[src/design/wfac_ram.sv]
// Generic single-write, single-read RAM with registered read data.
module wfac_ram #(
   parameter int unsigned WIDTH = 8,
   parameter int unsigned DEPTH = 16
) (
   input  logic                     clock,
   input  logic                     wr_en,
   input  logic [$clog2(DEPTH)-1:0] wr_addr,
   input  logic [WIDTH-1:0]         wr_data,
   input  logic [$clog2(DEPTH)-1:0] rd_addr,
   output logic [WIDTH-1:0]         rd_data
);
   logic [WIDTH-1:0] mem_ff [DEPTH];

   always_ff @(posedge clock) begin
      if (wr_en) begin
         mem_ff[wr_addr] <= wr_data;
      end
      rd_data <= mem_ff[rd_addr];
   end
endmodule

[config.mk]
export PLATFORM = sky130hd
export DESIGN_NAME = wfac_ram
export DESIGN_NICKNAME = d
export VERILOG_FILES = /design/src/design/wfac_ram.sv
export SDC_FILE = /design/constraint.sdc
export NUM_CORES = 1
export LEC_CHECK = 0
export BUFFER_PORTS_ARGS = -buffer_cell sky130_fd_sc_hd__buf_2
export CAP_MARGIN = 20
export CORE_MARGIN = 8
export CORE_UTILIZATION = 40
export DETAILED_ROUTE_END_ITERATION = 10
export PLACE_DENSITY = 0.6
export SYNTH_ARGS = -nofsm -noshare
export SYNTH_HDL_FRONTEND = slang
export SYNTH_SLANG_ARGS = --single-unit
export TNS_END_PERCENT = 100
[constraint.sdc]
create_clock -name clock -period 2.55 [get_ports clock]
set_clock_uncertainty 0.2 [all_clocks]
set_input_delay 0.255 -clock clock [delete_from_list [all_inputs] [get_ports clock]]
set_output_delay 0.255 -clock clock [all_outputs]
set_load 0.01 [all_outputs]
==> results.yml <==
status:
  outcome: "complete, no violations"
power:
  pwr-share-clk_pct: 49.9
  switching_power_w: 0.00102
  peakVddDrop_uv: 499
  combinationalPowerShare_pct: 4.2
  power_frac_seq_pct: 45.9
  p_leak_nw: 2.14
  p_int_w: 0.00447
  p_sw_share_pct: 18.5
  power_density_mw_per_mm2: 879
flow_run:
  cap_violations: 0
critical_path:
  rr_worst_depth: 3
  r2r-end: "rd_data[3]"
  critical_path_class: "flip-flop to flip-flop"
  crit_path_end_kind: "flip-flop"
  cp_slowest_cell: "mux4_1"
  required_ns: 2.64
  r2r-start: "mem_ff[8][3]"
  critPathBufInv: 0
  crit_chain: "mux4_1 -> a22oi_1 -> nand2_1"
  path_max_fanout: 1
  critPathMaxStageDelay_ns: 0.50
  cpLargestDelayFamily: "multiplexers"
  reg2reg_slack_ns: 0.99
  start_kind: "flip-flop"
  crit_arrival_ns: 1.64
synth:
  ys_top_cells_by_count: "128 x edfxtp_1, 18 x mux4_2, 16 x a22oi_1, 14 x mux4_1, 13 x nor2_1"
  syn_avg_cell_area_um2: 22.5
  yosys.area_share.simple_pct: 3.18
  synth_area_mm2: 0.00515
  yosysMostFrequentCell: "edfxtp_1"
  post_synth_inst_count: 229
  synth_nets: 247
  yosys_warnings: 0
  async_reset_ff_share_pct: 0
  ys_seq_area_share_pct: 77.8
  synth_xor_area_share_pct: 0
  muxShareOfSynthArea_pct: 15.0
  synth_adder_area_share_pct: 0
  synth_compound_area_share_pct: 2.33
  synth-edff-count: 128
  synth_flop_cell: "edfxtp_1"
  synth_top_family_by_area: "multiplexers"
  yosysTopAreaCellShare_pct: 74.7
  synthTopCellsByArea: "edfxtp_1 75%, mux4_2 7.9%, mux4_1 7.1%"
  synth_seq_cells: 136
  synth.distinct_cells: 19
  synth.largest_area_cell: "edfxtp_1"
sta:
  fin_tns_setup_ns: 0
  hold_ws_ns: 0.0366
  fmax_mhz: 643
  fin_ws_ns: 0.995
  slew_viol_final: 0
  period_share_pct: 61.0
  setup_violations: 0
  rsz0062_at_grt: "no"
  min_period_ns: 1.56
  relSlewSlack_pct: 46.0
  tightestPinTransition_ns: 0.809
  finalHoldViolations: 0
clock_network:
  ctsResizeCount: 0
  hold_buffers: 0
  htree_levels: 4
  clk_path_buf_depth: 2
  cts_made_buffers: 17
  clock_latency_ns: 0.41
  clock-sinks: 136
  cts.reportedPaths.clkPinSlew_ns: 0.06
  cts_setup_buffers: 0
  cts_tree: "built"
  cts-root-buf: "clkbuf_16"
min_path:
  min_path_type: "primary input to flip-flop"
  hold_start: "wr_data[2]"
  holdPathEnd: "mem_ff[5][2]"
  whs_path_depth: 1
die:
  ioPinCount: 26
  core_area_mm2: 0.0126
  std_cell_rows: 41
  die_h_um: 129
  start_util_pct: 40.8
  die_area_mm2: 0.0168
  die_w_um: 129
drt:
  wirelength_um: 9930
  avgRoutedWirePerCell_um: 21.3
  drc: 0
  vias_per_cell: 5.11
  ant_nets: 0
  drt_iter0_markers: 121
  drt_first_pass_iters: 6
  vias: 2386
place:
  pre_cts_slack_ns: 0.598
  place_inst: 435
  dp_hpwl_um: 6330
  io_buffers: 25
  placed_cell_area_mm2: 0.00556
  gp_congestion: 0.708
finish:
  nNetsFinal: 300
  fin_cells: 467
  design_area_mm2: 0.00624
  syn_to_final_growth_pct: 21.2
  n_antenna_cell: 0
  drive_gt1_share_pct: 32.2
global_routing:
  grt_pass1_vias: 2519
  grt_max_degree: 33
  track_usage_pct: 13.0
  overflow: 0
  grt_antenna_before_repair: 0
  grt_pass1_wl_um: 15200
## metal layers
metal | wire, um | GRT usage [%] | vias up
li1 | - | - | 1084
met1 | 4360 | 15.3 | 1244
met2 | 5060 | 21.8 | 53
met3 | 429 | 3.86 | 5
met4 | 81 | 5.53 | 0
met5 | 0 | 0 | -
## power by group through the flow
stage	clock [W]	sequential, W	combinational [W]
6_report	0.00274	0.00251	0.000231
3_3_place_gp	0	0.00256	0.000231
5_1_grt	0.00287	0.00252	0.000252
4_1_cts	0.00277	0.00252	0.000238
3_5_place_dp	0	0.00256	0.000236
2_1_floorplan	0	0.00256	0.000127
## final cells by class
class                      count  area, um^2
fill                        1045        6380
sequential                   136        4000
tap                          172         215
clock inverter                10         186
timing repair buffer          44         280
multi-input combinational     83        1060
clock buffer                  22         494
## stage by stage
stage,utilization (%),total power (W)
finish,49.4,0.00548
global route,49.4,0.00564
CTS,49.4,0.00553
detailed placement,44.0,0.00280
global placement,44.0,0.00279
floorplan,-,0.00269
## worst max path at each step
stage,start,cells after the start,slack (ns),end
4_1_cts,mem_ff[9][2],3,0.98,rd_data[2]
5_1_grt,mem_ff[9][2],3,0.92,rd_data[2]
3_3_place_gp,rd_addr[0],5,0.62,rd_data[2]
2_1_floorplan,wr_addr[2],2,0.60,mem_ff[0][0]
3_5_place_dp,rd_addr[0],5,0.60,rd_data[2]
6_report,mem_ff[8][3],3,0.99,rd_data[3]
## cells by family (layout without fill, tap and decap cells)
group                  count (synthesis)  count (layout)
multiplexers                          32              32
AO/OA/AOI/OAI                         16              16
flip-flops                           136             136
AND/OR/NAND/NOR                       35              35
buffers and inverters                 10              76
## sequential cells by signal, summed over array words and instances (netlist names)
register	flops
mem_ff	128
rd_data	8
## layout by cell type, fill, tap and decap left out
cell       count
nand3_1        1
clkbuf_8       5
dfxtp_1        8
and2_1         1
edfxtp_1     128
nor3_1         4
nand3b_1       2
buf_12         1
clkinv_2       2
nor2b_1        1
mux4_1        14
nand2_1        9
buf_2         25
nand2b_1       2
mux4_2        18
a22oi_1       16
bufinv_16      5
buf_4         18
and2b_1        1
inv_6          2
or3b_2         1
nor2_1        13
clkinv_4       1
clkbuf_16     17
Note: power is estimated with default switching activity, not from simulation.
