<file path="src/design/wfac_pkg.sv">
// Shared types and constants of the worst-fit allocator.
package wfac_pkg;

   localparam int unsigned MAX_REQUESTS_DEF = 1024;
   localparam int unsigned MAX_BLOCKS_DEF   = 2048;
   localparam logic [31:0] HEAP_SIZE_RESET  = 32'd65536;
   localparam int unsigned ADDR_W           = 33;

   localparam logic ACT_ALLOC = 1'b0;
   localparam logic ACT_FREE  = 1'b1;

   typedef struct packed {
      logic        action;
      logic [31:0] alloc_size;
      logic [10:0] request_index;
   } req_type;

   typedef struct packed {
      logic        granted;
      logic [31:0] start_address;
   } rsp_type;

endpackage

</file>
<file path="src/design/wfac_scan.sv">
// Scan unit: tracks the largest free block and the first unused entry.
module wfac_scan #(
   parameter int unsigned BW = 11,
   parameter int unsigned LW = 12
) (
   input  logic                               clock,
   input  logic                               reset,
   input  logic                               clear,
   input  logic                               in_vld,
   input  logic [BW-1:0]                      in_idx,
   input  logic                               in_use,
   input  logic                               in_free,
   input  logic [wfac_pkg::ADDR_W-1:0]        in_start,
   input  logic [wfac_pkg::ADDR_W-1:0]        in_end,
   input  logic [LW-1:0]                      in_prev,
   input  logic [LW-1:0]                      in_next,
   output logic                               busy,
   output logic                               best_vld,
   output logic [BW-1:0]                      best_idx,
   output logic [wfac_pkg::ADDR_W-1:0]        best_len,
   output logic [wfac_pkg::ADDR_W-1:0]        best_start,
   output logic [wfac_pkg::ADDR_W-1:0]        best_end,
   output logic [LW-1:0]                      best_prev,
   output logic [LW-1:0]                      best_next,
   output logic                               fresh_vld,
   output logic [BW-1:0]                      fresh_idx
);
   import wfac_pkg::*;

   logic              s1_vld_ff, s1_cand_ff, s1_unused_ff;
   logic [BW-1:0]     s1_idx_ff;
   logic [ADDR_W-1:0] s1_len_ff, s1_start_ff, s1_end_ff;
   logic [LW-1:0]     s1_prev_ff, s1_next_ff;
   logic              take;

   // stage one: length of the block
   always_ff @(posedge clock) begin
      if (reset || clear) begin
         s1_vld_ff <= 1'b0;
      end else begin
         s1_vld_ff <= in_vld;
      end
      s1_cand_ff   <= in_use & in_free;
      s1_unused_ff <= ~in_use;
      s1_idx_ff    <= in_idx;
      s1_len_ff    <= in_end - in_start;
      s1_start_ff  <= in_start;
      s1_end_ff    <= in_end;
      s1_prev_ff   <= in_prev;
      s1_next_ff   <= in_next;
   end

   // larger block wins, lower start breaks a tie
   assign take = s1_vld_ff && s1_cand_ff &&
                 (!best_vld || (s1_len_ff > best_len) ||
                  ((s1_len_ff == best_len) && (s1_start_ff < best_start)));

   always_ff @(posedge clock) begin
      if (reset || clear) begin
         best_vld  <= 1'b0;
         fresh_vld <= 1'b0;
      end else begin
         if (take) begin
            best_vld <= 1'b1;
         end
         if (s1_vld_ff && s1_unused_ff && !fresh_vld) begin
            fresh_vld <= 1'b1;
         end
      end
      if (take) begin
         best_idx   <= s1_idx_ff;
         best_len   <= s1_len_ff;
         best_start <= s1_start_ff;
         best_end   <= s1_end_ff;
         best_prev  <= s1_prev_ff;
         best_next  <= s1_next_ff;
      end
      if (s1_vld_ff && s1_unused_ff && !fresh_vld) begin
         fresh_idx <= s1_idx_ff;
      end
   end

   assign busy = s1_vld_ff;
endmodule

</file>
<file path="config.mk">
export PLATFORM = sky130hd
export DESIGN_NAME = wfac_scan
export DESIGN_NICKNAME = d
export VERILOG_FILES = /design/src/design/wfac_pkg.sv /design/src/design/wfac_scan.sv
export SDC_FILE = /design/constraint.sdc
export NUM_CORES = 1
export LEC_CHECK = 0
export ABC_CLOCK_PERIOD_IN_PS = 12800
export BUFFER_PORTS_ARGS = -buffer_cell sky130_fd_sc_hd__buf_2
export CAP_MARGIN = 20
export CORE_MARGIN = 2
export CORE_UTILIZATION = 35
export DETAILED_ROUTE_END_ITERATION = 8
export SYNTH_ARGS = -nofsm -noshare
export SYNTH_HDL_FRONTEND = slang
export SYNTH_SLANG_ARGS = --single-unit
</file>
<file path="constraint.sdc">
create_clock -name clock -period 12.8 [get_ports clock]
set_clock_uncertainty 0.15 [all_clocks]
set_input_delay 1.28 -clock clock [delete_from_list [all_inputs] [get_ports clock]]
set_output_delay 1.28 -clock clock [all_outputs]
set_load 0.005 [all_outputs]
</file>
==> reports/qor.yml, run 1 <==
finalWirelength_mm: 23.5
async_reset_ff_share_pct: 0
finalSetupViolations: 0
via_count: 6680
cts_root_buf: "clkbuf_16"
hp-class: "register to register"
syn_avg_cell_area_um2: 13.6
fin_tns_setup_ps: 0
hold_start: "s1_prev_ff[0]$_DFF_P_"
post-synth-top-count-cell: "edfxtp_1"
final_nets: 1274
placed_cells: 1426
tritoncts: "built"
ys_ff_latch: 284
synth_cells: 783
rsz0062_at_grt: "no"
nFillCells: 2774
cp-start-kind: "register"
die_w_um: 178
endpoint_kind: "register"
clkTransAtPathRegs_ps: 60
p_per_area_nw_per_um2: 159
place.port_buffers: 254
clk_latency_ps: 560
grt_usage_pct: 14.4
die_area_um2: 31900
synth_area_um2: 10700
finalCriticalPeriod_ps: 4660
slew_headroom_pct: 37.7
drv_cap: 0
worstRegToRegCells: 11
hold_buffers: 0
arrival_ps: 4690
antenna_left: 0
startpoint: "best_start[1]$_DFFE_PP_"
cp.required_ps: 12820
seq_area_um2: 7140
multi_input_comb_area_um2: 3100
synth.distinct_cells: 56
synth-edff-count: 145
cts_buffers: 31
yosysTopAreaCell: "edfxtp_1"
ys.flop_type: "edfxtp_1"
min_to: "best_prev[0]$_DFFE_PP_"
htree_levels: 1
synth_top_area_share_pct: 40.9
vdd_drop_max_mv: 0.108
slew_viol_final: 0
clk_path_buf_depth: 3
worst_pin_slew_ps: 934
r2r-end: "best_start[15]$_DFFE_PP_"
rrSetupSlack_ps: 8140
grt_first_pass_wirelength_mm: 35.5
status: "complete, no violations"
syn_to_final_growth_pct: 26.8
grt_overflow: 0
post_cts_buffers: 0
ys_seq_area_share_pct: 67.0
gp_congestion: 0.784
synth_nets: 988
synthTopCellsByCount: "edfxtp_1, dfxtp_1, inv_1"
dp_hpwl_mm: 18.0
wire_per_inst_um: 15.8
viasPerCell: 4.50
fin_cells: 1484
drc: 0
die_h_um: 178
hold_depth: 0
num_io_pins: 255
grt_antenna_before_repair: 2
cts_resized: 0
ys_warn_count: 0
rows: 63
hold_viol: 0
p_leak_uw: 0.00610
r2r-start: "best_start[1]$_DFFE_PP_"
dr.pass1.iters: 4
cp_max_fo: 68
grt_max_degree: 69
drt-initial-drc-count: 314
initial_core_util_pct: 35.8
drive_gt1_share_pct: 29.6
diodes: 0
fmax_mhz: 214
crit_type: "register to register"
grt_pass1_vias: 6631
cts.sinks: 284
core-area_um2: 29800
timing.final.crit_share_pct: 36.4
synth.top_cells.by_area: "edfxtp_1, dfxtp_1, ha_1, inv_1, a21o_1"
-- logic make-up (layout without fill, tap and decap cells) --
| logic type | after synthesis | in the layout | synth area share, % |
|---|---|---|---|
| DFF | 284 | 284 | 67.0 |
| AOI/OAI and AO/OA | 147 | 147 | 9.64 |
| buffers and inverters | 114 | 425 | 4.13 |
| and+or+nand+nor | 111 | 111 | 5.28 |
| adders and majority gates | 98 | 98 | 11.6 |
| xor gates and xnor gates | 29 | 29 | 2.38 |
-- state kept, by name, summed over array words and instances (netlist names), 11 cells and up --
name         count
s1_next_ff      12
s1_len_ff       33
best_len        33
s1_prev_ff      12
best_start      33
best_idx        11
s1_idx_ff       11
s1_start_ff     33
best_prev       12
fresh_idx       11
s1_end_ff       33
best_next       12
best_end        33
-- metrics by stage --
stage / setup slack, ps / util, % / hold slack [ps] / power, uW / area [um^2]
global placement: 8030 / 41.7 / 236 / 1230 / 12400
detailed placement: 7880 / 41.7 / 239 / 1240 / 12400
finish: 8140 / 45.3 / 249 / 2150 / 13500
global route: 7730 / 45.3 / 255 / 2250 / 13500
floorplan: 4720 / - / 236 / 1170 / 10700
CTS: 7900 / 45.3 / 250 / 2190 / 13500
-- where the power goes --
part	leakage, uW	switching (uW)	internal [uW]
Sequential	0.00248	22.1	1010
Combinational	0.00309	98.7	85.6
Clock	0.000529	351	584
Total	0.00610	472	1680
-- worst max-delay path by stage --
stage	endpoint	cells past startpoint
3_5_place_dp	best_start[14]$_DFFE_PP_	11
3_3_place_gp	best_start[16]$_DFFE_PP_	11
4_1_cts	best_start[15]$_DFFE_PP_	11
5_1_grt	best_start[15]$_DFFE_PP_	11
2_1_floorplan	best_end[0]$_DFFE_PP_	9
6_report	best_start[15]$_DFFE_PP_	11
-- cells in the final DEF (no fill, tap or decap), types with 20 or more instances in the layout --
| master | n |
|---|---|
| buf_2 | 254 |
| ha_1 | 97 |
| o21ai_0 | 20 |
| edfxtp_1 | 145 |
| dfxtp_1 | 139 |
| xnor2_1 | 22 |
| clkbuf_16 | 31 |
| a21o_1 | 35 |
| nor2_1 | 27 |
| a21oi_1 | 39 |
| inv_1 | 111 |
| nand2_1 | 22 |
-- layer usage --
layer	track usage (%)	vias up	share of wire, %
li1	-	3346	-
met1	17.7	3064	43
met2	24.1	222	45
met3	4.56	44	8.7
met4	4.40	4	3.0
met5	0	-	0.13
-- final cells by class --
type,count,area share [%]
multi-input cells,385,22.9
clock buffers,43,6.30
clock inverters,15,1.72
repair buffers,256,9.52
well taps,390,3.61
inverters,111,3.08
flip-flops and latches,284,52.8
-- critical path, stage by stage (launching register included) --
cell and delay [ps]:
edfxtp_1 390, inv_1 70, ha_1 220, a21o_1 150, a21oi_1 160, o21ai_0 150, o41a_1 360, o21ai_0 440
o2111ai_1 260, a311oi_4 290, buf_4 730, buf_4 850
Note: power is estimated with default switching activity, not from simulation.
==> inputs of run 2 (changes only) <==
--- a/config.mk
+++ b/config.mk
@@ -5,7 +5,7 @@
 export SDC_FILE = /design/constraint.sdc
 export NUM_CORES = 1
 export LEC_CHECK = 0
-export ABC_CLOCK_PERIOD_IN_PS = 12800
+export ABC_CLOCK_PERIOD_IN_PS = 4300
 export BUFFER_PORTS_ARGS = -buffer_cell sky130_fd_sc_hd__buf_2
 export CAP_MARGIN = 20
 export CORE_MARGIN = 2
==> constraint.sdc (replaced) <==
create_clock -name clock -period 4.3 [get_ports clock]
set_clock_uncertainty 0.15 [all_clocks]
set_input_delay 0.43 -clock clock [delete_from_list [all_inputs] [get_ports clock]]
set_output_delay 0.43 -clock clock [all_outputs]
set_load 0.005 [all_outputs]
==> run 2 against run 1 <==
Global-route usage is 0.88 points higher; critical endpoint is now best_start[14]$_DFFE_PP_; total power grew to 2.8 times the previous value; critical path type unchanged; largest cell class unchanged; final cell count is 7.0% higher; critical path depth is 1 lower; largest power group unchanged; maximum frequency is 45% higher.
==> reports/qor.yml, run 2 (synthesis results as in run 1) <==
internal_power_uw: 4690
drc: 0
final_core_util_pct: 48.5
slew_viol_final: 0
fmax_mhz: 311
worstRegToRegCells: 10
grt_usage_pct: 15.3
p_leak_uw: 0.00650
antenna_left: 0
die_area_um2: 31900
gp_congestion: 0.819
drive_gt1_share_pct: 27.3
cts_buffers: 30
grt_pass1_vias: 7171
tritoncts: "built"
clk_path_buf_depth: 3
p_total_uw: 6100
grt_max_degree: 79
final_nets: 1380
crit_type: "register to register"
r2r-start: "best_start[1]$_DFFE_PP_"
finalCriticalPeriod_ps: 3220
timing.final.ws_setup_ps: 1080
cp_max_fo: 78
dr.pass1.iters: 4
place.port_buffers: 254
core-area_um2: 29800
post_cts_buffers: 0
die_w_um: 178
hold_viol: 0
rsz0062_at_grt: "no"
fin_area_um2: 14500
pwr-share-seq_pct: 50.3
initial_core_util_pct: 35.8
power.switching_uw: 1410
cts.sinks: 284
hold_depth: 0
clk_latency_ps: 550
finalSetupViolations: 0
hold_buffers: 107
viasPerCell: 4.44
grt_overflow: 0
cts_root_buf: "clkbuf_16"
num_io_pins: 255
fin_tns_setup_ps: 0
p_per_area_nw_per_um2: 422
place_area_um2: 12500
slew_headroom_pct: 33.8
startpoint: "best_start[1]$_DFFE_PP_"
vdd_drop_max_mv: 0.274
rows: 63
timing.final.crit_share_pct: 74.8
grt_first_pass_wirelength_mm: 37.6
via_count: 7045
drv_cap: 0
place_worst_setup_slack_ps: 972
syn_to_final_growth_pct: 35.7
nFillCells: 2697
wire_per_inst_um: 15.5
hold_start: "s1_end_ff[3]$_DFF_P_"
switching_share_pct: 23.1
finalWirelength_mm: 24.7
dp_hpwl_mm: 18.2
worst_pin_slew_ps: 990
cp-start-kind: "register"
htree_levels: 1
endpoint_kind: "register"
grt_antenna_before_repair: 0
hp-class: "register to register"
cp.required_ps: 4330
arrival_ps: 3250
status: "complete, no violations"
diodes: 0
clkTransAtPathRegs_ps: 60
most-common-layout-cells: "buf_2, edfxtp_1, dfxtp_1"
clkPwrFrac_pct: 39.4
cts_resized: 0
layout_commonest_cell: "buf_2"
drt-initial-drc-count: 310
die_h_um: 178
pwr-share-comb_pct: 10.3
-- run 2: through the flow --
stage	cells	hold WS, ps
after floorplan	783	236
after global placement	1426	235
after detailed placement	1426	239
after CTS	1588	251
after global routing	1588	258
final	1588	251
-- run 2: worst max-delay path, cell delays in order (launching register included) --
cell       delay (ps)
edfxtp_1          410
inv_1              80
ha_1              220
a21o_1            150
a21oi_1           130
o21ai_1           100
o41a_1            330
o21ai_1           270
o2111ai_2         190
a311oi_4          350
buf_12            380
-- run 2: path summary, 6_finish.rpt --
path	slack [ps]	to
setup / recovery	1080	best_start[14]$_DFFE_PP_
hold / removal	250	best_end[3]$_DFFE_PP_
setup reg to reg	1080	best_start[14]$_DFFE_PP_
hold reg to reg	250	best_end[3]$_DFFE_PP_
-- run 2: layer usage --
layer / track usage [%] / share of wire, %
met1: 18.8 / 43
met5: 0 / 0
met4: 3.32 / 1.5
met2: 26.1 / 46
met3: 5.01 / 9.0
-- run 2: power groups by stage --
stage | Sequential [uW] | Clock [uW] | Combinational, uW
final | 3070 | 2400 | 629
after global routing | 3090 | 2600 | 719
after CTS | 3070 | 2490 | 638
after detailed placement | 3130 | 0 | 557
after global placement | 3120 | 0 | 553
after floorplan | 3110 | 0 | 380
-- run 2: layout make-up --
class,count,area [um^2],share of cell area [%]
clock buffer,39,836,5.78
clock inverter,16,87.6,0.606
inverter,111,417,2.88
multi-input combinational,385,3110,21.5
sequential,284,7140,49.4
tap,390,488,3.38
timing repair buffer,363,2380,16.5
